<file path="src/rtl/hcfs_pkg.sv">
// Shared types and constants of the hill-climb focus search block.
package hcfs_pkg;

    localparam int STEP_BITS = 17;
    localparam int SIDE_BITS = 32;
    localparam int Q_DEPTH = 4;
    localparam int Q_PTR_BITS = 2;
    localparam int Q_CNT_BITS = 3;

    localparam logic [1:0] OP_START = 2'd0;
    localparam logic [1:0] OP_MEASURE = 2'd1;
    localparam logic [1:0] OP_TICK = 2'd2;

    localparam logic [1:0] ACT_MOVE_REPORT = 2'd0;
    localparam logic [1:0] ACT_MOVE_ONLY = 2'd1;
    localparam logic [1:0] ACT_FINAL = 2'd2;

    localparam logic CFG_STEP_SIZE = 1'b0;
    localparam logic CFG_TIMEOUT = 1'b1;

    typedef struct packed {
        logic [1:0]           action;
        logic [SIDE_BITS-1:0] target_z;
        logic                 last;
    } result_t;

endpackage

</file>
<file path="src/rtl/hcfs_pos_sat.sv">
// Lens position plus signed step, saturated to the signed position range.
module hcfs_pos_sat #(
    parameter int POS_BITS = 32
) (
    input  logic signed [POS_BITS-1:0]          base_pos,
    input  logic signed [hcfs_pkg::STEP_BITS-1:0] offset,
    output logic signed [POS_BITS-1:0]          sat_pos
);

    localparam int SUM_BITS =
        (POS_BITS > hcfs_pkg::STEP_BITS ? POS_BITS : hcfs_pkg::STEP_BITS) + 1;

    logic signed [SUM_BITS-1:0] sum;
    logic                       fits;

    assign sum = SUM_BITS'(base_pos) + SUM_BITS'(offset);
    assign fits = (sum[SUM_BITS-1:POS_BITS-1] == '0) || (sum[SUM_BITS-1:POS_BITS-1] == '1);

    always_comb begin
        if (fits) begin
            sat_pos = sum[POS_BITS-1:0];
        end else if (sum[SUM_BITS-1]) begin
            sat_pos = {1'b1, {(POS_BITS-1){1'b0}}};
        end else begin
            sat_pos = {1'b0, {(POS_BITS-1){1'b1}}};
        end
    end

endmodule

</file>
<file path="src/rtl/hill_climb_focus_search.sv">
// Top level of the hill-climb autofocus sequencer.
// A beat passes the input register, then the result queue, on its way to m_tvalid.
// Throughput: one input beat per cycle while results are taken as they appear;
//   every beat waits in the input register until two result queue slots are free.
// Reset (aresetn low at a clock edge) empties the input register and result queue,
//   returns the sequencer to idle and restores step_size 1 and timeout_ticks 3999.
module hill_climb_focus_search #(
    parameter int POS_BITS = 32,
    parameter int SHARP_BITS = 32
) (
    input  logic        aclk,
    input  logic        aresetn,
    // cfg_index: 0 step_size, 1 timeout_ticks
    input  logic        cfg_valid,
    output logic        cfg_ready,
    input  logic        cfg_index,
    input  logic [31:0] cfg_data,
    input  logic        s_tvalid,
    output logic        s_tready,
    input  logic [63:0] s_tdata,  // [31:0] focus_value, [63:32] current_z
    input  logic [1:0]  s_tuser,  // [1:0] opcode
    output logic        m_tvalid,
    input  logic        m_tready,
    output logic [31:0] m_tdata,  // [31:0] target_z
    output logic [1:0]  m_tuser,  // [1:0] action
    output logic        m_tlast
);

    localparam int SB = hcfs_pkg::STEP_BITS;

    typedef enum logic [2:0] {
        PH_IDLE,
        PH_PROBE_A,
        PH_HOME_A,
        PH_PROBE_B,
        PH_HOME_CLIMB,
        PH_CLIMB,
        PH_HOME_RESTART
    } phase_t;

    // configuration
    logic [15:0] step_size_reg;
    logic [31:0] timeout_reg;

    // input register
    logic        in_valid_reg;
    logic [1:0]  op_reg;
    logic [31:0] f_raw_reg;
    logic [31:0] z_raw_reg;

    // sequencer state
    phase_t                       phase_reg, phase_next;
    logic signed [POS_BITS-1:0]   home_pos_reg, home_pos_next;
    logic [SHARP_BITS-1:0]        home_sharp_reg, home_sharp_next;
    logic [SHARP_BITS-1:0]        latest_sharp_reg, latest_sharp_next;
    logic signed [SB-1:0]         probe_step_reg, probe_step_next;
    logic signed [SB-1:0]         climb_step_reg, climb_step_next;
    logic [31:0]                  elapsed_reg, elapsed_next;
    logic                         in_final_reg, in_final_next;

    // result queue
    hcfs_pkg::result_t                  q_reg [hcfs_pkg::Q_DEPTH];
    logic [hcfs_pkg::Q_PTR_BITS-1:0]    wr_ptr_reg, rd_ptr_reg;
    logic [hcfs_pkg::Q_CNT_BITS-1:0]    count_reg;

    logic                       commit;
    logic                       pop;
    logic [1:0]                 n_res;
    logic [63:0]                f_wide, z_wide;
    logic [SHARP_BITS-1:0]      f_cur;
    logic signed [POS_BITS-1:0] z_cur;
    logic signed [SB-1:0]       step_ext;
    logic signed [SB-1:0]       climb_abs_neg;
    logic signed [POS_BITS-1:0] base0;
    logic signed [SB-1:0]       off0;
    logic signed [POS_BITS-1:0] tgt0, tgt1;
    logic [63:0]                tgt0_wide, tgt1_wide;
    logic [1:0]                 act0;
    logic                       last0;
    logic                       res_go, res_any, g_pos, restart;
    logic                       probe_pos, climb_pos;
    hcfs_pkg::result_t          res0, res1;
    hcfs_pkg::result_t          head;

    assign cfg_ready = 1'b1;

    assign commit = in_valid_reg && (count_reg <= (hcfs_pkg::Q_CNT_BITS)'(hcfs_pkg::Q_DEPTH - 2));
    assign s_tready = !in_valid_reg || commit;
    assign pop = m_tvalid && m_tready;

    assign f_wide = {32'd0, f_raw_reg};
    assign z_wide = {32'd0, z_raw_reg};
    assign f_cur = f_wide[SHARP_BITS-1:0];
    assign z_cur = z_wide[POS_BITS-1:0];

    assign step_ext = {1'b0, step_size_reg};
    assign probe_pos = !probe_step_reg[SB-1] && (probe_step_reg != '0);
    assign climb_pos = !climb_step_reg[SB-1] && (climb_step_reg != '0);
    assign climb_abs_neg = climb_pos ? -climb_step_reg : climb_step_reg;

    hcfs_pos_sat #(.POS_BITS(POS_BITS)) u_sat_first (
        .base_pos (base0),
        .offset   (off0),
        .sat_pos  (tgt0)
    );

    hcfs_pos_sat #(.POS_BITS(POS_BITS)) u_sat_final (
        .base_pos (home_pos_reg),
        .offset   (climb_abs_neg),
        .sat_pos  (tgt1)
    );

    assign tgt0_wide = {{(64-POS_BITS){1'b0}}, tgt0};
    assign tgt1_wide = {{(64-POS_BITS){1'b0}}, tgt1};

    always_comb begin
        phase_next = phase_reg;
        home_pos_next = home_pos_reg;
        home_sharp_next = home_sharp_reg;
        latest_sharp_next = latest_sharp_reg;
        probe_step_next = probe_step_reg;
        climb_step_next = climb_step_reg;
        elapsed_next = elapsed_reg;
        in_final_next = in_final_reg;
        base0 = z_cur;
        off0 = '0;
        act0 = hcfs_pkg::ACT_MOVE_REPORT;
        last0 = 1'b1;
        n_res = 2'd0;
        res_go = 1'b0;
        res_any = 1'b0;
        g_pos = 1'b0;
        restart = 1'b0;

        if (commit) begin
            case (op_reg)
                hcfs_pkg::OP_TICK: begin
                    if (elapsed_reg != '1) begin
                        elapsed_next = elapsed_reg + 32'd1;
                    end
                end
                hcfs_pkg::OP_START: begin
                    if (phase_reg == PH_IDLE) begin
                        in_final_next = 1'b0;
                        home_pos_next = z_cur;
                        home_sharp_next = f_cur;
                        latest_sharp_next = f_cur;
                        probe_step_next = step_ext;
                        off0 = step_ext;
                        n_res = 2'd1;
                        phase_next = PH_PROBE_A;
                    end
                end
                hcfs_pkg::OP_MEASURE: begin
                    case (phase_reg)
                        PH_PROBE_A: begin
                            latest_sharp_next = f_cur;
                            if (f_cur > home_sharp_reg) begin
                                res_go = 1'b1;
                                res_any = 1'b1;
                                g_pos = probe_pos;
                            end else begin
                                base0 = home_pos_reg;
                                n_res = 2'd1;
                                phase_next = PH_HOME_A;
                            end
                        end
                        PH_HOME_A: begin
                            home_pos_next = z_cur;
                            home_sharp_next = f_cur;
                            latest_sharp_next = f_cur;
                            off0 = -probe_step_reg;
                            n_res = 2'd1;
                            phase_next = PH_PROBE_B;
                        end
                        PH_PROBE_B: begin
                            latest_sharp_next = f_cur;
                            res_go = 1'b1;
                            res_any = f_cur > home_sharp_reg;
                            g_pos = res_any && probe_step_reg[SB-1];
                        end
                        PH_HOME_CLIMB: begin
                            elapsed_next = '0;
                            latest_sharp_next = f_cur;
                            off0 = climb_step_reg;
                            n_res = 2'd1;
                            phase_next = PH_CLIMB;
                        end
                        PH_CLIMB: begin
                            latest_sharp_next = f_cur;
                            off0 = climb_step_reg;
                            n_res = 2'd1;
                            if ((elapsed_reg > timeout_reg) || !(f_cur > latest_sharp_reg)) begin
                                in_final_next = 1'b1;
                                probe_step_next = climb_step_reg;
                                home_pos_next = z_cur;
                                home_sharp_next = f_cur;
                                phase_next = PH_PROBE_A;
                            end
                        end
                        PH_HOME_RESTART: begin
                            in_final_next = 1'b0;
                            home_pos_next = z_cur;
                            home_sharp_next = f_cur;
                            latest_sharp_next = f_cur;
                            probe_step_next = step_ext;
                            off0 = step_ext;
                            n_res = 2'd1;
                            phase_next = PH_PROBE_A;
                        end
                        default: ;
                    endcase
                end
                default: ;
            endcase

            if (res_go) begin
                base0 = home_pos_reg;
                off0 = '0;
                n_res = 2'd1;
                if (!in_final_reg) begin
                    if (!res_any) begin
                        act0 = hcfs_pkg::ACT_FINAL;
                        phase_next = PH_IDLE;
                    end else begin
                        climb_step_next = g_pos ? step_ext : -step_ext;
                        phase_next = PH_HOME_CLIMB;
                    end
                end else begin
                    restart = climb_pos ? g_pos : !g_pos;
                    in_final_next = 1'b0;
                    if (restart) begin
                        phase_next = PH_HOME_RESTART;
                    end else begin
                        act0 = hcfs_pkg::ACT_MOVE_ONLY;
                        last0 = 1'b0;
                        n_res = 2'd2;
                        phase_next = PH_IDLE;
                    end
                end
            end
        end
    end

    always_comb begin
        res0.action = act0;
        res0.target_z = tgt0_wide[31:0];
        res0.last = last0;
        res1.action = hcfs_pkg::ACT_FINAL;
        res1.target_z = tgt1_wide[31:0];
        res1.last = 1'b1;
    end

    always_ff @(posedge aclk) begin
        if (!aresetn) begin
            step_size_reg <= 16'd1;
            timeout_reg <= 32'd3999;
            in_valid_reg <= 1'b0;
            phase_reg <= PH_IDLE;
            home_pos_reg <= '0;
            home_sharp_reg <= '0;
            latest_sharp_reg <= '0;
            probe_step_reg <= '0;
            climb_step_reg <= '0;
            elapsed_reg <= '0;
            in_final_reg <= 1'b0;
            wr_ptr_reg <= '0;
            rd_ptr_reg <= '0;
            count_reg <= '0;
        end else begin
            if (cfg_valid && cfg_ready) begin
                case (cfg_index)
                    hcfs_pkg::CFG_STEP_SIZE: step_size_reg <= cfg_data[15:0];
                    hcfs_pkg::CFG_TIMEOUT:   timeout_reg <= cfg_data;
                    default: ;
                endcase
            end
            if (s_tready) begin
                in_valid_reg <= s_tvalid;
            end
            phase_reg <= phase_next;
            home_pos_reg <= home_pos_next;
            home_sharp_reg <= home_sharp_next;
            latest_sharp_reg <= latest_sharp_next;
            probe_step_reg <= probe_step_next;
            climb_step_reg <= climb_step_next;
            elapsed_reg <= elapsed_next;
            in_final_reg <= in_final_next;
            wr_ptr_reg <= wr_ptr_reg + (hcfs_pkg::Q_PTR_BITS)'(n_res);
            rd_ptr_reg <= rd_ptr_reg + (hcfs_pkg::Q_PTR_BITS)'(pop);
            count_reg <= count_reg + (hcfs_pkg::Q_CNT_BITS)'(n_res)
                - (hcfs_pkg::Q_CNT_BITS)'(pop);
        end
    end

    // payload registers
    always_ff @(posedge aclk) begin
        if (s_tready && s_tvalid) begin
            op_reg <= s_tuser;
            f_raw_reg <= s_tdata[31:0];
            z_raw_reg <= s_tdata[63:32];
        end
        if (n_res != 2'd0) begin
            q_reg[wr_ptr_reg] <= res0;
        end
        if (n_res == 2'd2) begin
            q_reg[wr_ptr_reg + (hcfs_pkg::Q_PTR_BITS)'(1)] <= res1;
        end
    end

    assign head = q_reg[rd_ptr_reg];
    assign m_tvalid = (count_reg != '0);
    assign m_tdata = head.target_z;
    assign m_tuser = head.action;
    assign m_tlast = head.last;

`ifndef SYNTHESIS
    a_queue_bound: assert property (@(posedge aclk) disable iff (!aresetn)
        count_reg <= (hcfs_pkg::Q_CNT_BITS)'(hcfs_pkg::Q_DEPTH))
        else $error("result queue overfilled");

    a_idle_not_final: assert property (@(posedge aclk) disable iff (!aresetn)
        (phase_reg == PH_IDLE) |-> !in_final_reg)
        else $error("final check flag left set while idle");

    a_final_is_last: assert property (@(posedge aclk) disable iff (!aresetn)
        (m_tvalid && (head.action == hcfs_pkg::ACT_FINAL)) |-> m_tlast)
        else $error("final move not marked last");

    a_start_probes: assert property (@(posedge aclk) disable iff (!aresetn)
        (commit && (op_reg == hcfs_pkg::OP_START) && (phase_reg == PH_IDLE))
        |=> (phase_reg == PH_PROBE_A) && (count_reg != '0))
        else $error("start from idle did not issue first probe");
`endif

endmodule
</file>
<file path="config.mk">
export PLATFORM = sky130hd
export DESIGN_NAME = hill_climb_focus_search
export DESIGN_NICKNAME = d
export VERILOG_FILES = /design/src/rtl/hcfs_pkg.sv /design/src/rtl/hcfs_pos_sat.sv /design/src/rtl/hill_climb_focus_search.sv
export SDC_FILE = /design/constraint.sdc
export NUM_CORES = 1
export LEC_CHECK = 0
export ABC_AREA = 1
export BUFFER_PORTS_ARGS = -buffer_cell sky130_fd_sc_hd__buf_2
export CAP_MARGIN = 20
export CORE_ASPECT_RATIO = 1.4
export CORE_MARGIN = 2
export CORE_UTILIZATION = 30
export CTS_BUF_LIST = sky130_fd_sc_hd__clkbuf_4
export CTS_CLUSTER_DIAMETER = 100
export DETAILED_ROUTE_END_ITERATION = 10
export GPL_TIMING_DRIVEN = 0
export PLACE_DENSITY = 0.5
export REMOVE_ABC_BUFFERS = 1
export SYNTH_ARGS = -nofsm -noshare
export SYNTH_HDL_FRONTEND = slang
export SYNTH_SLANG_ARGS = --single-unit
</file>
<file path="constraint.sdc">
create_clock -name aclk -period 5.6 [get_ports aclk]
set_input_delay 0 -clock aclk [delete_from_list [all_inputs] [get_ports aclk]]
set_output_delay 0 -clock aclk [all_outputs]
set_load 0.005 [all_outputs]
</file>
==> results.sh, run 1 <==
export IMPL_largest_register_ffs=140
export IMPL_fin_ws_ns=0.286
export IMPL_p_per_area_nw_per_um2=271
export IMPL_ios=142
export IMPL_synth_cell_types=64
export IMPL_die_width_microns=254
export IMPL_dp_cells=4619
export IMPL_maxCapViolCount=0
export IMPL_synthCells=3424
export IMPL_numCtsBuffers=114
export IMPL_syn_area_per_cell_sq_um=7.67
export IMPL_cts_buffer_depth=3
export IMPL_fmax_mhz=188
export IMPL_drv_slew=0
export IMPL_crit_family="simple AND/OR/NAND/NOR gates"
export IMPL_antenna_found_initial=3
export IMPL_wl_per_cell_microns=16.5
export IMPL_synthTopCellsByArea="edfxtp_1 22%, dfxtp_1 18%, nand2_1 12%"
export IMPL_power_mw=8.81
export IMPL_critPathBufInv=4
export IMPL_critPathLaunchType="register"
export IMPL_grt_max_degree=97
export IMPL_first_iter_violations=1114
export IMPL_via_count=24090
export IMPL_clock_root_buffer="clkbuf_4"
export IMPL_required_ns=6.27
export IMPL_synthTopCellsByCount="836 x nand2_1, 361 x inv_1, 320 x a21oi_1, 309 x o21ai_0, 282 x nor2_1"
export IMPL_drtAntennaViolNets=0
export IMPL_rows=128
export IMPL_initial_core_util=0.302
export IMPL_core_area_sq_um=86800
export IMPL_tightest_slew_ns=1.05
export IMPL_area_growth_pct=23.8
export IMPL_dp_hpwl_microns=59600
export IMPL_drive_gt1_frac=0.131
export IMPL_ys_seq_elements=428
export IMPL_cts_tree="done"
export IMPL_async_reset_ff_frac=0
export IMPL_netlist_area_sq_um=26300
export IMPL_h_tree_depth=3
export IMPL_peakVddDrop_mv=0.149
export IMPL_grt_pass1_vias=23980
export IMPL_grt_pass1_wl_microns=128000
export IMPL_clkLatencyLatePin_ns=0.93
export IMPL_fin_cells=5082
export IMPL_track_usage=0.183
export IMPL_place_gp_congestion=0.933
export IMPL_period_needed_ns=5.31
export IMPL_grt_ovfl_total=0
export IMPL_synth_largest_area_cell="edfxtp_1"
export IMPL_rrSetupSlack_ns=0.29
export IMPL_hp_class="in -> reg"
export IMPL_clkSinkCount=428
export IMPL_critPathMaxFanout=17
export IMPL_setup_viol=0
export IMPL_critPathCaptureType="register"
export IMPL_wl_microns=83700
export IMPL_synth_warnings=0
export IMPL_status="finished clean"
export IMPL_port_buffers=140
export IMPL_rsz0062_at_grt="false"
export IMPL_yosysMostFrequentCell="nand2_1"
export IMPL_drtPass1Iterations=5
export IMPL_fin_crit_sh=0.949
export IMPL_viasPerCell=4.74
export IMPL_cp_arrival_ns=5.98
export IMPL_relSlewSlack=0.301
export IMPL_finalInstanceArea_sq_um=32500
export IMPL_worst_setup_path_type="reg -> reg"
export IMPL_design_final_nets=4093
export IMPL_hold_viol=0
export IMPL_die_area_sq_um=89900
export IMPL_synthFlopType="dfxtp_1"
export IMPL_power_leakage_nw=14.4
export IMPL_synth_edf_count=194
export IMPL_crit_top_cell="nand2_1"
export IMPL_place_ws_ns=-1.16
export IMPL_dieHeight_microns=354
export IMPL_finalClockSkew_ns=0.0610
export IMPL_slowest_delay_ns=0.35
export IMPL_clk_pin_slew_ns=0.07
export IMPL_place_area_sq_um=28200
export IMPL_route_detailed_drc=0
export IMPL_crit_slowest_cell="a221oi_2"
export IMPL_synth_seq_area_share=0.400
export IMPL_netlist_area_leader_share=0.222
-- routing by layer --
metal,vias to the layer above,share of wire,global-route usage
met4,0,0.044,0.0829
met3,203,0.039,0.0254
li1,12341,-,-
met5,-,0,0
met1,11006,0.39,0.195
met2,540,0.53,0.350
-- final cells by class --
| type | instances | area [sq um] |
|---|---|---|
| clock inverters | 35 | 161 |
| fillers | 9315 | 54300 |
| flip-flops and latches | 428 | 10500 |
| clock buffers | 178 | 1340 |
| diodes | 2 | 5.00 |
| repair buffers | 403 | 3580 |
| multi-input cells | 2484 | 14000 |
| inverters | 382 | 1460 |
| well taps | 1170 | 1460 |
-- layout by cell type, fill, tap and decap left out, types with 23 or more instances in the layout --
cell           instances
a21oi_1              318
nor2_1               274
nor3_1                41
clkbuf_4             178
nand2_1              828
nand2_2               50
o21ai_0              305
dfxtp_1              232
dlygate4sd3_1        235
clkinv_1              32
inv_1                359
xor2_1                88
edfxtp_1             194
o211ai_1              23
ha_1                 166
nand4_1               37
buf_2                139
o22ai_1               42
nand3_1               76
o21a_1                24
-- report_power, final --
group,internal (mW),leakage (nW),switching (mW),total (mW)
registers,3.44,3.85,0.200,3.64
logic,0.877,9.61,1.40,2.28
clock network,1.48,0.899,1.41,2.89
-- kinds of logic after synthesis --
| family | count (synthesis) | synth area share |
|---|---|---|
| AO/OA/AOI/OAI | 810 | 0.172 |
| XOR/XNOR | 99 | 0.0333 |
| adder cells (fa/ha/maj) | 176 | 0.0847 |
| buffers and inverters | 517 | 0.0807 |
| flip-flops | 428 | 0.400 |
| other | 1 | 0.000143 |
| AND/OR/NAND/NOR | 1393 | 0.229 |
-- through the flow --
step	util	hold slack, ns	setup TNS [ns]
final	0.374	0.116	0
after global routing	0.374	0.0945	0
after CTS	0.371	0.000112	0
after detailed placement	0.325	0.178	-134.87
after global placement	0.320	0.178	-675.71
after floorplan	-	0.0841	-59.81
-- worst reg2reg max path: cells and delay by family, from the launching register on --
kind            cells  cell delay, ns
compound gates      5            1.03
xor+xnor            1            0.34
buf+inv             4            0.55
flops               1            0.30
simple gates       16            2.06
fa+ha+maj           3            0.78
-- worst paths after layout --
path | startpoint | end | depth (start not counted)
setup / recovery | probe_step_reg[1] | q_reg[3][22] | 29
hold / removal | aresetn | home_pos_reg[4] | 4
setup reg to reg | probe_step_reg[1] | q_reg[3][22] | 29
hold reg to reg | home_sharp_reg[0] | home_sharp_reg[0] | 2
-- what timing repair did --
item / CTS / global route
gates cloned: 1 / 4
setup endpoints to repair: 128 / 124
hold endpoints to repair: 291 / 0
gates resized for setup: 11 / 40
buffers inserted: 3 / 4
hold buffers: 235 / 0
pin swaps: 1 / 16
No activity file was read; power rests on OpenSTA's default activity.
==> inputs of run 2 (changes only) <==
ABC_AREA = unset   (was 1)
CTS_CLUSTER_SIZE = 8   (was unset)
==> run 2 against run 1 <==
Against the previous run:
- the flow now finishes with violations (capacitance limit, slew limit, setup timing)
- clock skew is 0.0097 ns lower
- die area down 4.9%
- highest routed layer is now met5
- critical path type unchanged
- final cell count is 17% lower
- clock power fell by 33%
- largest power group unchanged
- utilization rose by 1.5 points
- power shrank 14%
==> results.sh, run 2 <==
export IMPL_ff2ff_path_depth=24
export IMPL_violations="capacitance limit, slew limit, setup timing"
export IMPL_synthFlopType="dfxtp_1"
export IMPL_finalClockSkew_ns=0.0513
export IMPL_clk_pin_slew_ns=0.10
export IMPL_fin_cells=4209
export IMPL_synth_edf_count=194
export IMPL_synthCells=2661
export IMPL_design_final_nets=3376
export IMPL_route_detailed_drc=0
export IMPL_via_count=21688
export IMPL_crit_start="probe_step_reg[0]"
export IMPL_ios=142
export IMPL_worst_setup_path_type="reg -> reg"
export IMPL_clkSinkCount=428
export IMPL_fmax_mhz=177
export IMPL_largest_register_ffs=140
export IMPL_synthTopCellsByCount="297 x nor2_1, 288 x nand2_1, 234 x dfxtp_1, 194 x edfxtp_1, 173 x ha_1"
export IMPL_wl_per_cell_microns=19.2
export IMPL_clock_root_buffer="clkbuf_4"
export IMPL_cp_arrival_ns=6.34
export IMPL_place_gp_congestion=0.880
export IMPL_antenna_found_initial=3
export IMPL_p_per_area_nw_per_um2=234
export IMPL_critPathMaxFanout=13
export IMPL_maxCapViolCount=1
export IMPL_grt_pass1_wl_microns=122000
export IMPL_port_buffers=140
export IMPL_status="complete, but fails checks"
export IMPL_synthTopCellsByArea="edfxtp_1 23%, dfxtp_1 19%, ha_1 8.7%"
export IMPL_synth_largest_area_cell="edfxtp_1"
export IMPL_grt_ovfl_total=0
export IMPL_drtPass1Iterations=5
export IMPL_wl_met1_microns=30400
export IMPL_hp_class="in -> reg"
export IMPL_area_growth_pct=29.1
export IMPL_drtAntennaViolNets=0
export IMPL_rrSetupSlack_ns=-0.06
export IMPL_setup_worst_path_end="q_reg[3][3]"
export IMPL_drive_gt1_frac=0.186
export IMPL_critPathLaunchType="register"
export IMPL_layout_common_cells="284 x nor2_1, 267 x nand2_1, 248 x dlygate4sd3_1"
export IMPL_netlist_area_leader_share=0.233
export IMPL_critPathCaptureType="register"
export IMPL_grt_pass1_vias=21852
export IMPL_cts_tree="done"
export IMPL_netlist_area_sq_um=25000
export IMPL_worstReg2RegEnd="q_reg[3][3]"
export IMPL_synth_seq_area_share=0.421
export IMPL_tns_ns=-0.0734
export IMPL_final_common_cell="nor2_1"
export IMPL_setup_viol=2
export IMPL_async_reset_ff_frac=0
export IMPL_synth_cell_types=82
export IMPL_syn_area_per_cell_sq_um=9.38
export IMPL_dp_hpwl_microns=55100
export IMPL_period_needed_ns=5.66
export IMPL_peakVddDrop_mv=0.169
export IMPL_wl_microns=80600
export IMPL_h_tree_depth=2
export IMPL_viasPerCell=5.15
export IMPL_power_leakage_nw=12.2
export IMPL_relSlewSlack=-0.245
export IMPL_reg2reg_from="probe_step_reg[0]"
export IMPL_top_layer_used="met5"
export IMPL_drv_slew=7
export IMPL_core_area_sq_um=82700
export IMPL_dp_cells=3774
export IMPL_track_usage=0.182
export IMPL_synth_warnings=0
export IMPL_initial_core_util=0.302
export IMPL_die_width_microns=248
export IMPL_yosysMostFrequentCell="nor2_1"
export IMPL_grt_max_degree=115
export IMPL_route_met3_wl_microns=3520
export IMPL_fin_ws_ns=-0.0558
export IMPL_fin_crit_sh=1.01
export IMPL_dieHeight_microns=345
export IMPL_required_ns=6.29
export IMPL_rows=125
export IMPL_rsz0062_at_grt="true"
export IMPL_die_area_sq_um=85600
export IMPL_hold_viol=0
export IMPL_cts_buffer_depth=3
export IMPL_numCtsBuffers=59
export IMPL_ys_seq_elements=428
export IMPL_first_iter_violations=1277
export IMPL_clkLatencyLatePin_ns=0.89
export IMPL_fillers=8194
export IMPL_wl_met2_microns=42500
export IMPL_tightest_slew_ns=1.85
[run 2: cell count changes after synthesis, sizes merged, moves of 18 or more]
cell | before | now
a211oi | 8 | 39
xnor2 | 10 | 66
nand2 | 902 | 288
a21o | 18 | 36
mux4 | 0 | 35
nor2b | 0 | 20
a21oi | 323 | 166
mux2i | 0 | 113
inv | 376 | 147
o21ai | 313 | 168
xor2 | 89 | 50
and3 | 0 | 19
nand3 | 83 | 55
mux2 | 0 | 34
[run 2: layer usage]
metal	GRT usage	up-vias
met1	0.200	10363
met4	0.0849	4
met5	0	-
met2	0.341	582
li1	-	10543
met3	0.0255	196
[run 2: cells by family (layout without fill, tap and decap cells)]
kind of cell,count (synthesis),after routing,share of synthesized area
AO/OA/AOI/OAI,634,635,0.161
XOR/XNOR,116,116,0.0407
adder cells (fa/ha/maj),177,177,0.0896
buffers and inverters,282,746,0.0448
flip-flops,428,428,0.421
multiplexers,182,182,0.0922
other,1,2,0.000150
AND/OR/NAND/NOR,841,844,0.150
[run 2: worst min path at each step]
stage | start | endpoint | depth (start not counted)
after floorplan | aresetn | timeout_reg[0] | 1
after global placement | s_tdata[36] | z_cur[4] | 1
after detailed placement | s_tdata[57] | z_cur[25] | 1
after CTS | m_tready | rd_ptr_reg[0] | 5
after global routing | s_tvalid | z_cur[5] | 3
final | m_tready | rd_ptr_reg[0] | 5
[run 2: power by group]
part           internal (mW)  switching (mW)
clock network          0.782            1.16
registers               3.42           0.212
logic                  0.944            1.03
[run 2: worst max-delay path, stage by stage, from the launching register on]
cell,delay [ns]
dfxtp_4,0.38
inv_4,0.05
ha_4,0.12
nor3b_4,0.30
nand2_2,0.12
or4_4,0.44
or3b_4,0.41
ha_4,0.27
inv_2,0.03
a22oi_2,0.21
nor2_4,0.08
buf_12,0.17
buf_4,0.15
ha_4,0.28
and3_4,0.20
nand2_4,0.05
o211ai_1,0.38
buf_4,0.20
nor4b_4,0.04
or4_4,0.61
buf_6,0.17
buf_4,0.15
nand2_8,0.12
nand2_4,0.18
o221ai_1,0.31
[run 2: metrics by stage]
step / hold slack, ns / setup WS, ns / utilization / power [mW] / instance area (sq um)
6_report: 0.131 / -0.0558 / 0.389 / 7.55 / 32200
5_1_grt: 0.105 / -0.200 / 0.389 / 7.97 / 32200
4_1_cts: 0.0324 / 0.0149 / 0.379 / 7.54 / 31400
3_5_place_dp: 0.178 / -2.14 / 0.327 / 5.32 / 27100
3_3_place_gp: 0.179 / -4.57 / 0.320 / 5.27 / 26400
2_1_floorplan: 0.0718 / -1.24 / - / 4.70 / 24400
[run 2: area by class of cell]
| type | instances | area (sq um) | area share |
|---|---|---|---|
| Timing Repair Buffer | 504 | 4660 | 0.145 |
| Tap cell | 1079 | 1350 | 0.0419 |
| Sequential cell | 428 | 10500 | 0.327 |
| Multi-Input combinational cell | 1955 | 14400 | 0.447 |
| Clock buffer | 93 | 698 | 0.0217 |
| Clock inverter | 1 | 30.0 | 0.000932 |
| Inverter | 148 | 563 | 0.0175 |
| Antenna cell | 1 | 2.50 | 0.0000777 |
[run 2: repair_timing]
action	4_1_cts	5_1_grt
setup buffers	45	40
hold buffers	248	0
pin swaps	28	43
resized for setup	118	105
endpoints found under the hold margin	221	0
cloned	6	4
setup endpoints to repair	128	124
==> inputs of run 3 (changes only) <==
CORE_MARGIN = 3   (was 2)
==> run 3 against run 2 <==
Against the previous run:
- the flow now finishes without violations
- combinational power down 3%
- via count decreased by 0.40%
- design area fell by 1.4%
- global-route usage is 0.88 points lower
- worst setup slack better by 0.17 ns
- register-to-register slack gained 0.17 ns
- final cell count decreased by 0.90%
- clock skew rose by 0.014 ns
- maximum frequency up 3.1%
- sequential power is essentially flat
- power down 0.63%
- die area grew 1.4%
==> results.sh, run 3 (synthesis gave the netlist of run 2 again) <==
export IMPL_numCtsBuffers=59
export IMPL_place_gp_congestion=0.858
export IMPL_slowest_delay_ns=0.55
export IMPL_clkLatencyLatePin_ns=0.91
export IMPL_rsz0062_at_grt="true"
export IMPL_grt_pass1_vias=21802
export IMPL_period_needed_ns=5.49
export IMPL_hp_class="in -> reg"
export IMPL_cts_tree="done"
export IMPL_critPathLaunchType="register"
export IMPL_initial_core_util=0.304
export IMPL_largest_register_ffs=140
export IMPL_viasPerCell=5.18
export IMPL_track_usage=0.174
export IMPL_relSlewSlack=0.270
export IMPL_drtAntennaViolNets=0
export IMPL_dp_hpwl_microns=55700
export IMPL_core_area_sq_um=82100
export IMPL_fin_hold_ws_ns=0.156
export IMPL_first_iter_violations=1389
export IMPL_swShare=0.318
export IMPL_tns_ns=0
export IMPL_internal_power_mw=5.11
export IMPL_die_width_microns=250
export IMPL_via_count=21602
export IMPL_h_tree_depth=2
export IMPL_critPathCaptureType="register"
export IMPL_wl_microns=79000
export IMPL_clock_root_buffer="clkbuf_4"
export IMPL_design_final_nets=3338
export IMPL_p_per_area_nw_per_um2=236
export IMPL_final_common_cell="nor2_1"
export IMPL_drtPass1Iterations=5
export IMPL_crit_top_cell="ha_4"
export IMPL_dieHeight_microns=347
export IMPL_path_cells="inv_4, ha_4, nor3b_4, nand2_2, or4_4, or3b_4, ha_4, inv_1, a22oi_2, nor2_2, buf_12, buf_4, ha_1, a21o_1, a2111o_1, a31oi_2, a221o_2, maj3_2, o22ai_2"
export IMPL_worst_setup_path_type="reg -> reg"
export IMPL_die_area_sq_um=86700
export IMPL_crit_slowest_cell="a221o_2"
export IMPL_layout_common_cells="279 x nor2_1, 270 x nand2_1, 236 x dlygate4sd3_1"
export IMPL_clk_pin_slew_ns=0.11
export IMPL_clockPowerShare=0.261
export IMPL_cts_buffer_depth=3
export IMPL_antenna_found_initial=3
export IMPL_area_growth_pct=27.2
export IMPL_wl_per_cell_microns=18.9
export IMPL_hold_viol=0
export IMPL_setup_viol=0
export IMPL_critPathMaxFanout=14
export IMPL_finalClockSkew_ns=0.0654
export IMPL_rows=124
export IMPL_peakVddDrop_mv=0.139
export IMPL_grt_pass1_wl_microns=120000
export IMPL_fin_crit_sh=0.980
export IMPL_route_detailed_drc=0
export IMPL_clkSinkCount=428
export IMPL_power_switching_mw=2.39
export IMPL_drv_slew=0
export IMPL_port_buffers=140
export IMPL_cp_arrival_ns=6.09
export IMPL_maxCapViolCount=0
export IMPL_fmax_mhz=182
export IMPL_grt_max_degree=114
export IMPL_fillers=8106
export IMPL_p_comb_frac=0.256
export IMPL_ios=142
export IMPL_power_leakage_nw=12.0
export IMPL_required_ns=6.21
export IMPL_drive_gt1_frac=0.181
export IMPL_p_seq_frac=0.483
export IMPL_grt_ovfl_total=0
export IMPL_status="finished clean"
export IMPL_tightest_slew_ns=1.09
==> run 3: worst paths after layout <==
check / start / to / slack [ns] / cells past startpoint
max: probe_step_reg[1] / q_reg[1][7] / 0.11 / 19
min: aresetn / timeout_reg[0] / 0.16 / 3
max reg2reg: probe_step_reg[1] / q_reg[1][7] / 0.11 / 19
min reg2reg: timeout_reg[26] / timeout_reg[26] / 0.46 / 2
==> run 3: final cells by class <==
cell class / instances / area [sq um] / share of cell area
Multi-Input combinational cell: 1955 / 14300 / 0.451
Sequential cell: 428 / 10500 / 0.331
Timing Repair Buffer: 466 / 4250 / 0.134
Tap cell: 1071 / 1340 / 0.0422
Clock buffer: 94 / 706 / 0.0222
Inverter: 148 / 563 / 0.0177
Clock inverter: 4 / 41.3 / 0.00130
Antenna cell: 5 / 12.5 / 0.000394
==> run 3: metrics by stage <==
| stage | total power [mW] | instances | utilization | instance area [sq um] | setup WS, ns |
|---|---|---|---|---|---|
| after floorplan | 4.70 | 2527 | - | 24400 | -1.24 |
| after global placement | 5.27 | 3738 | 0.322 | 26400 | -4.69 |
| after detailed placement | 5.31 | 3765 | 0.329 | 27000 | -2.01 |
| after CTS | 7.56 | 4142 | 0.379 | 31100 | 0.00215 |
| after global routing | 7.95 | 4169 | 0.387 | 31700 | -0.0374 |
| final | 7.50 | 4171 | 0.387 | 31800 | 0.114 |
==> run 3: power by group through the flow <==
stage               clock network [mW]  logic (mW)  registers, mW
detailed placement                   0        1.61           3.71
CTS                               2.06        1.86           3.63
finish                            1.96        1.92           3.62
global placement                     0        1.56           3.71
global route                      2.18        2.11           3.66
floorplan                            0        1.08           3.62
==> run 3: what timing repair did <==
action,4_1_cts,5_1_grt
resized for setup,113,95
endpoints found under the hold margin,247,0
gates cloned,4,4
setup buffers,39,19
endpoints found under the setup margin,128,124
hold buffers,236,0
pin swaps,27,44
==> run 3: critical path: cells and delay by family, from the launching register on <==
kind | cells | cell delay (ns)
buf+inv | 4 | 0.39
simple gates | 5 | 1.31
compound gates | 6 | 1.92
fa+ha+maj | 4 | 1.20
flops | 1 | 0.38
==> run 3: routing by layer <==
metal,part of all wire,GRT usage,up-vias
li1,-,-,10482
met1,0.38,0.188,10309
met2,0.53,0.335,626
met3,0.042,0.0226,185
met4,0.046,0.0739,0
met5,0,0,-
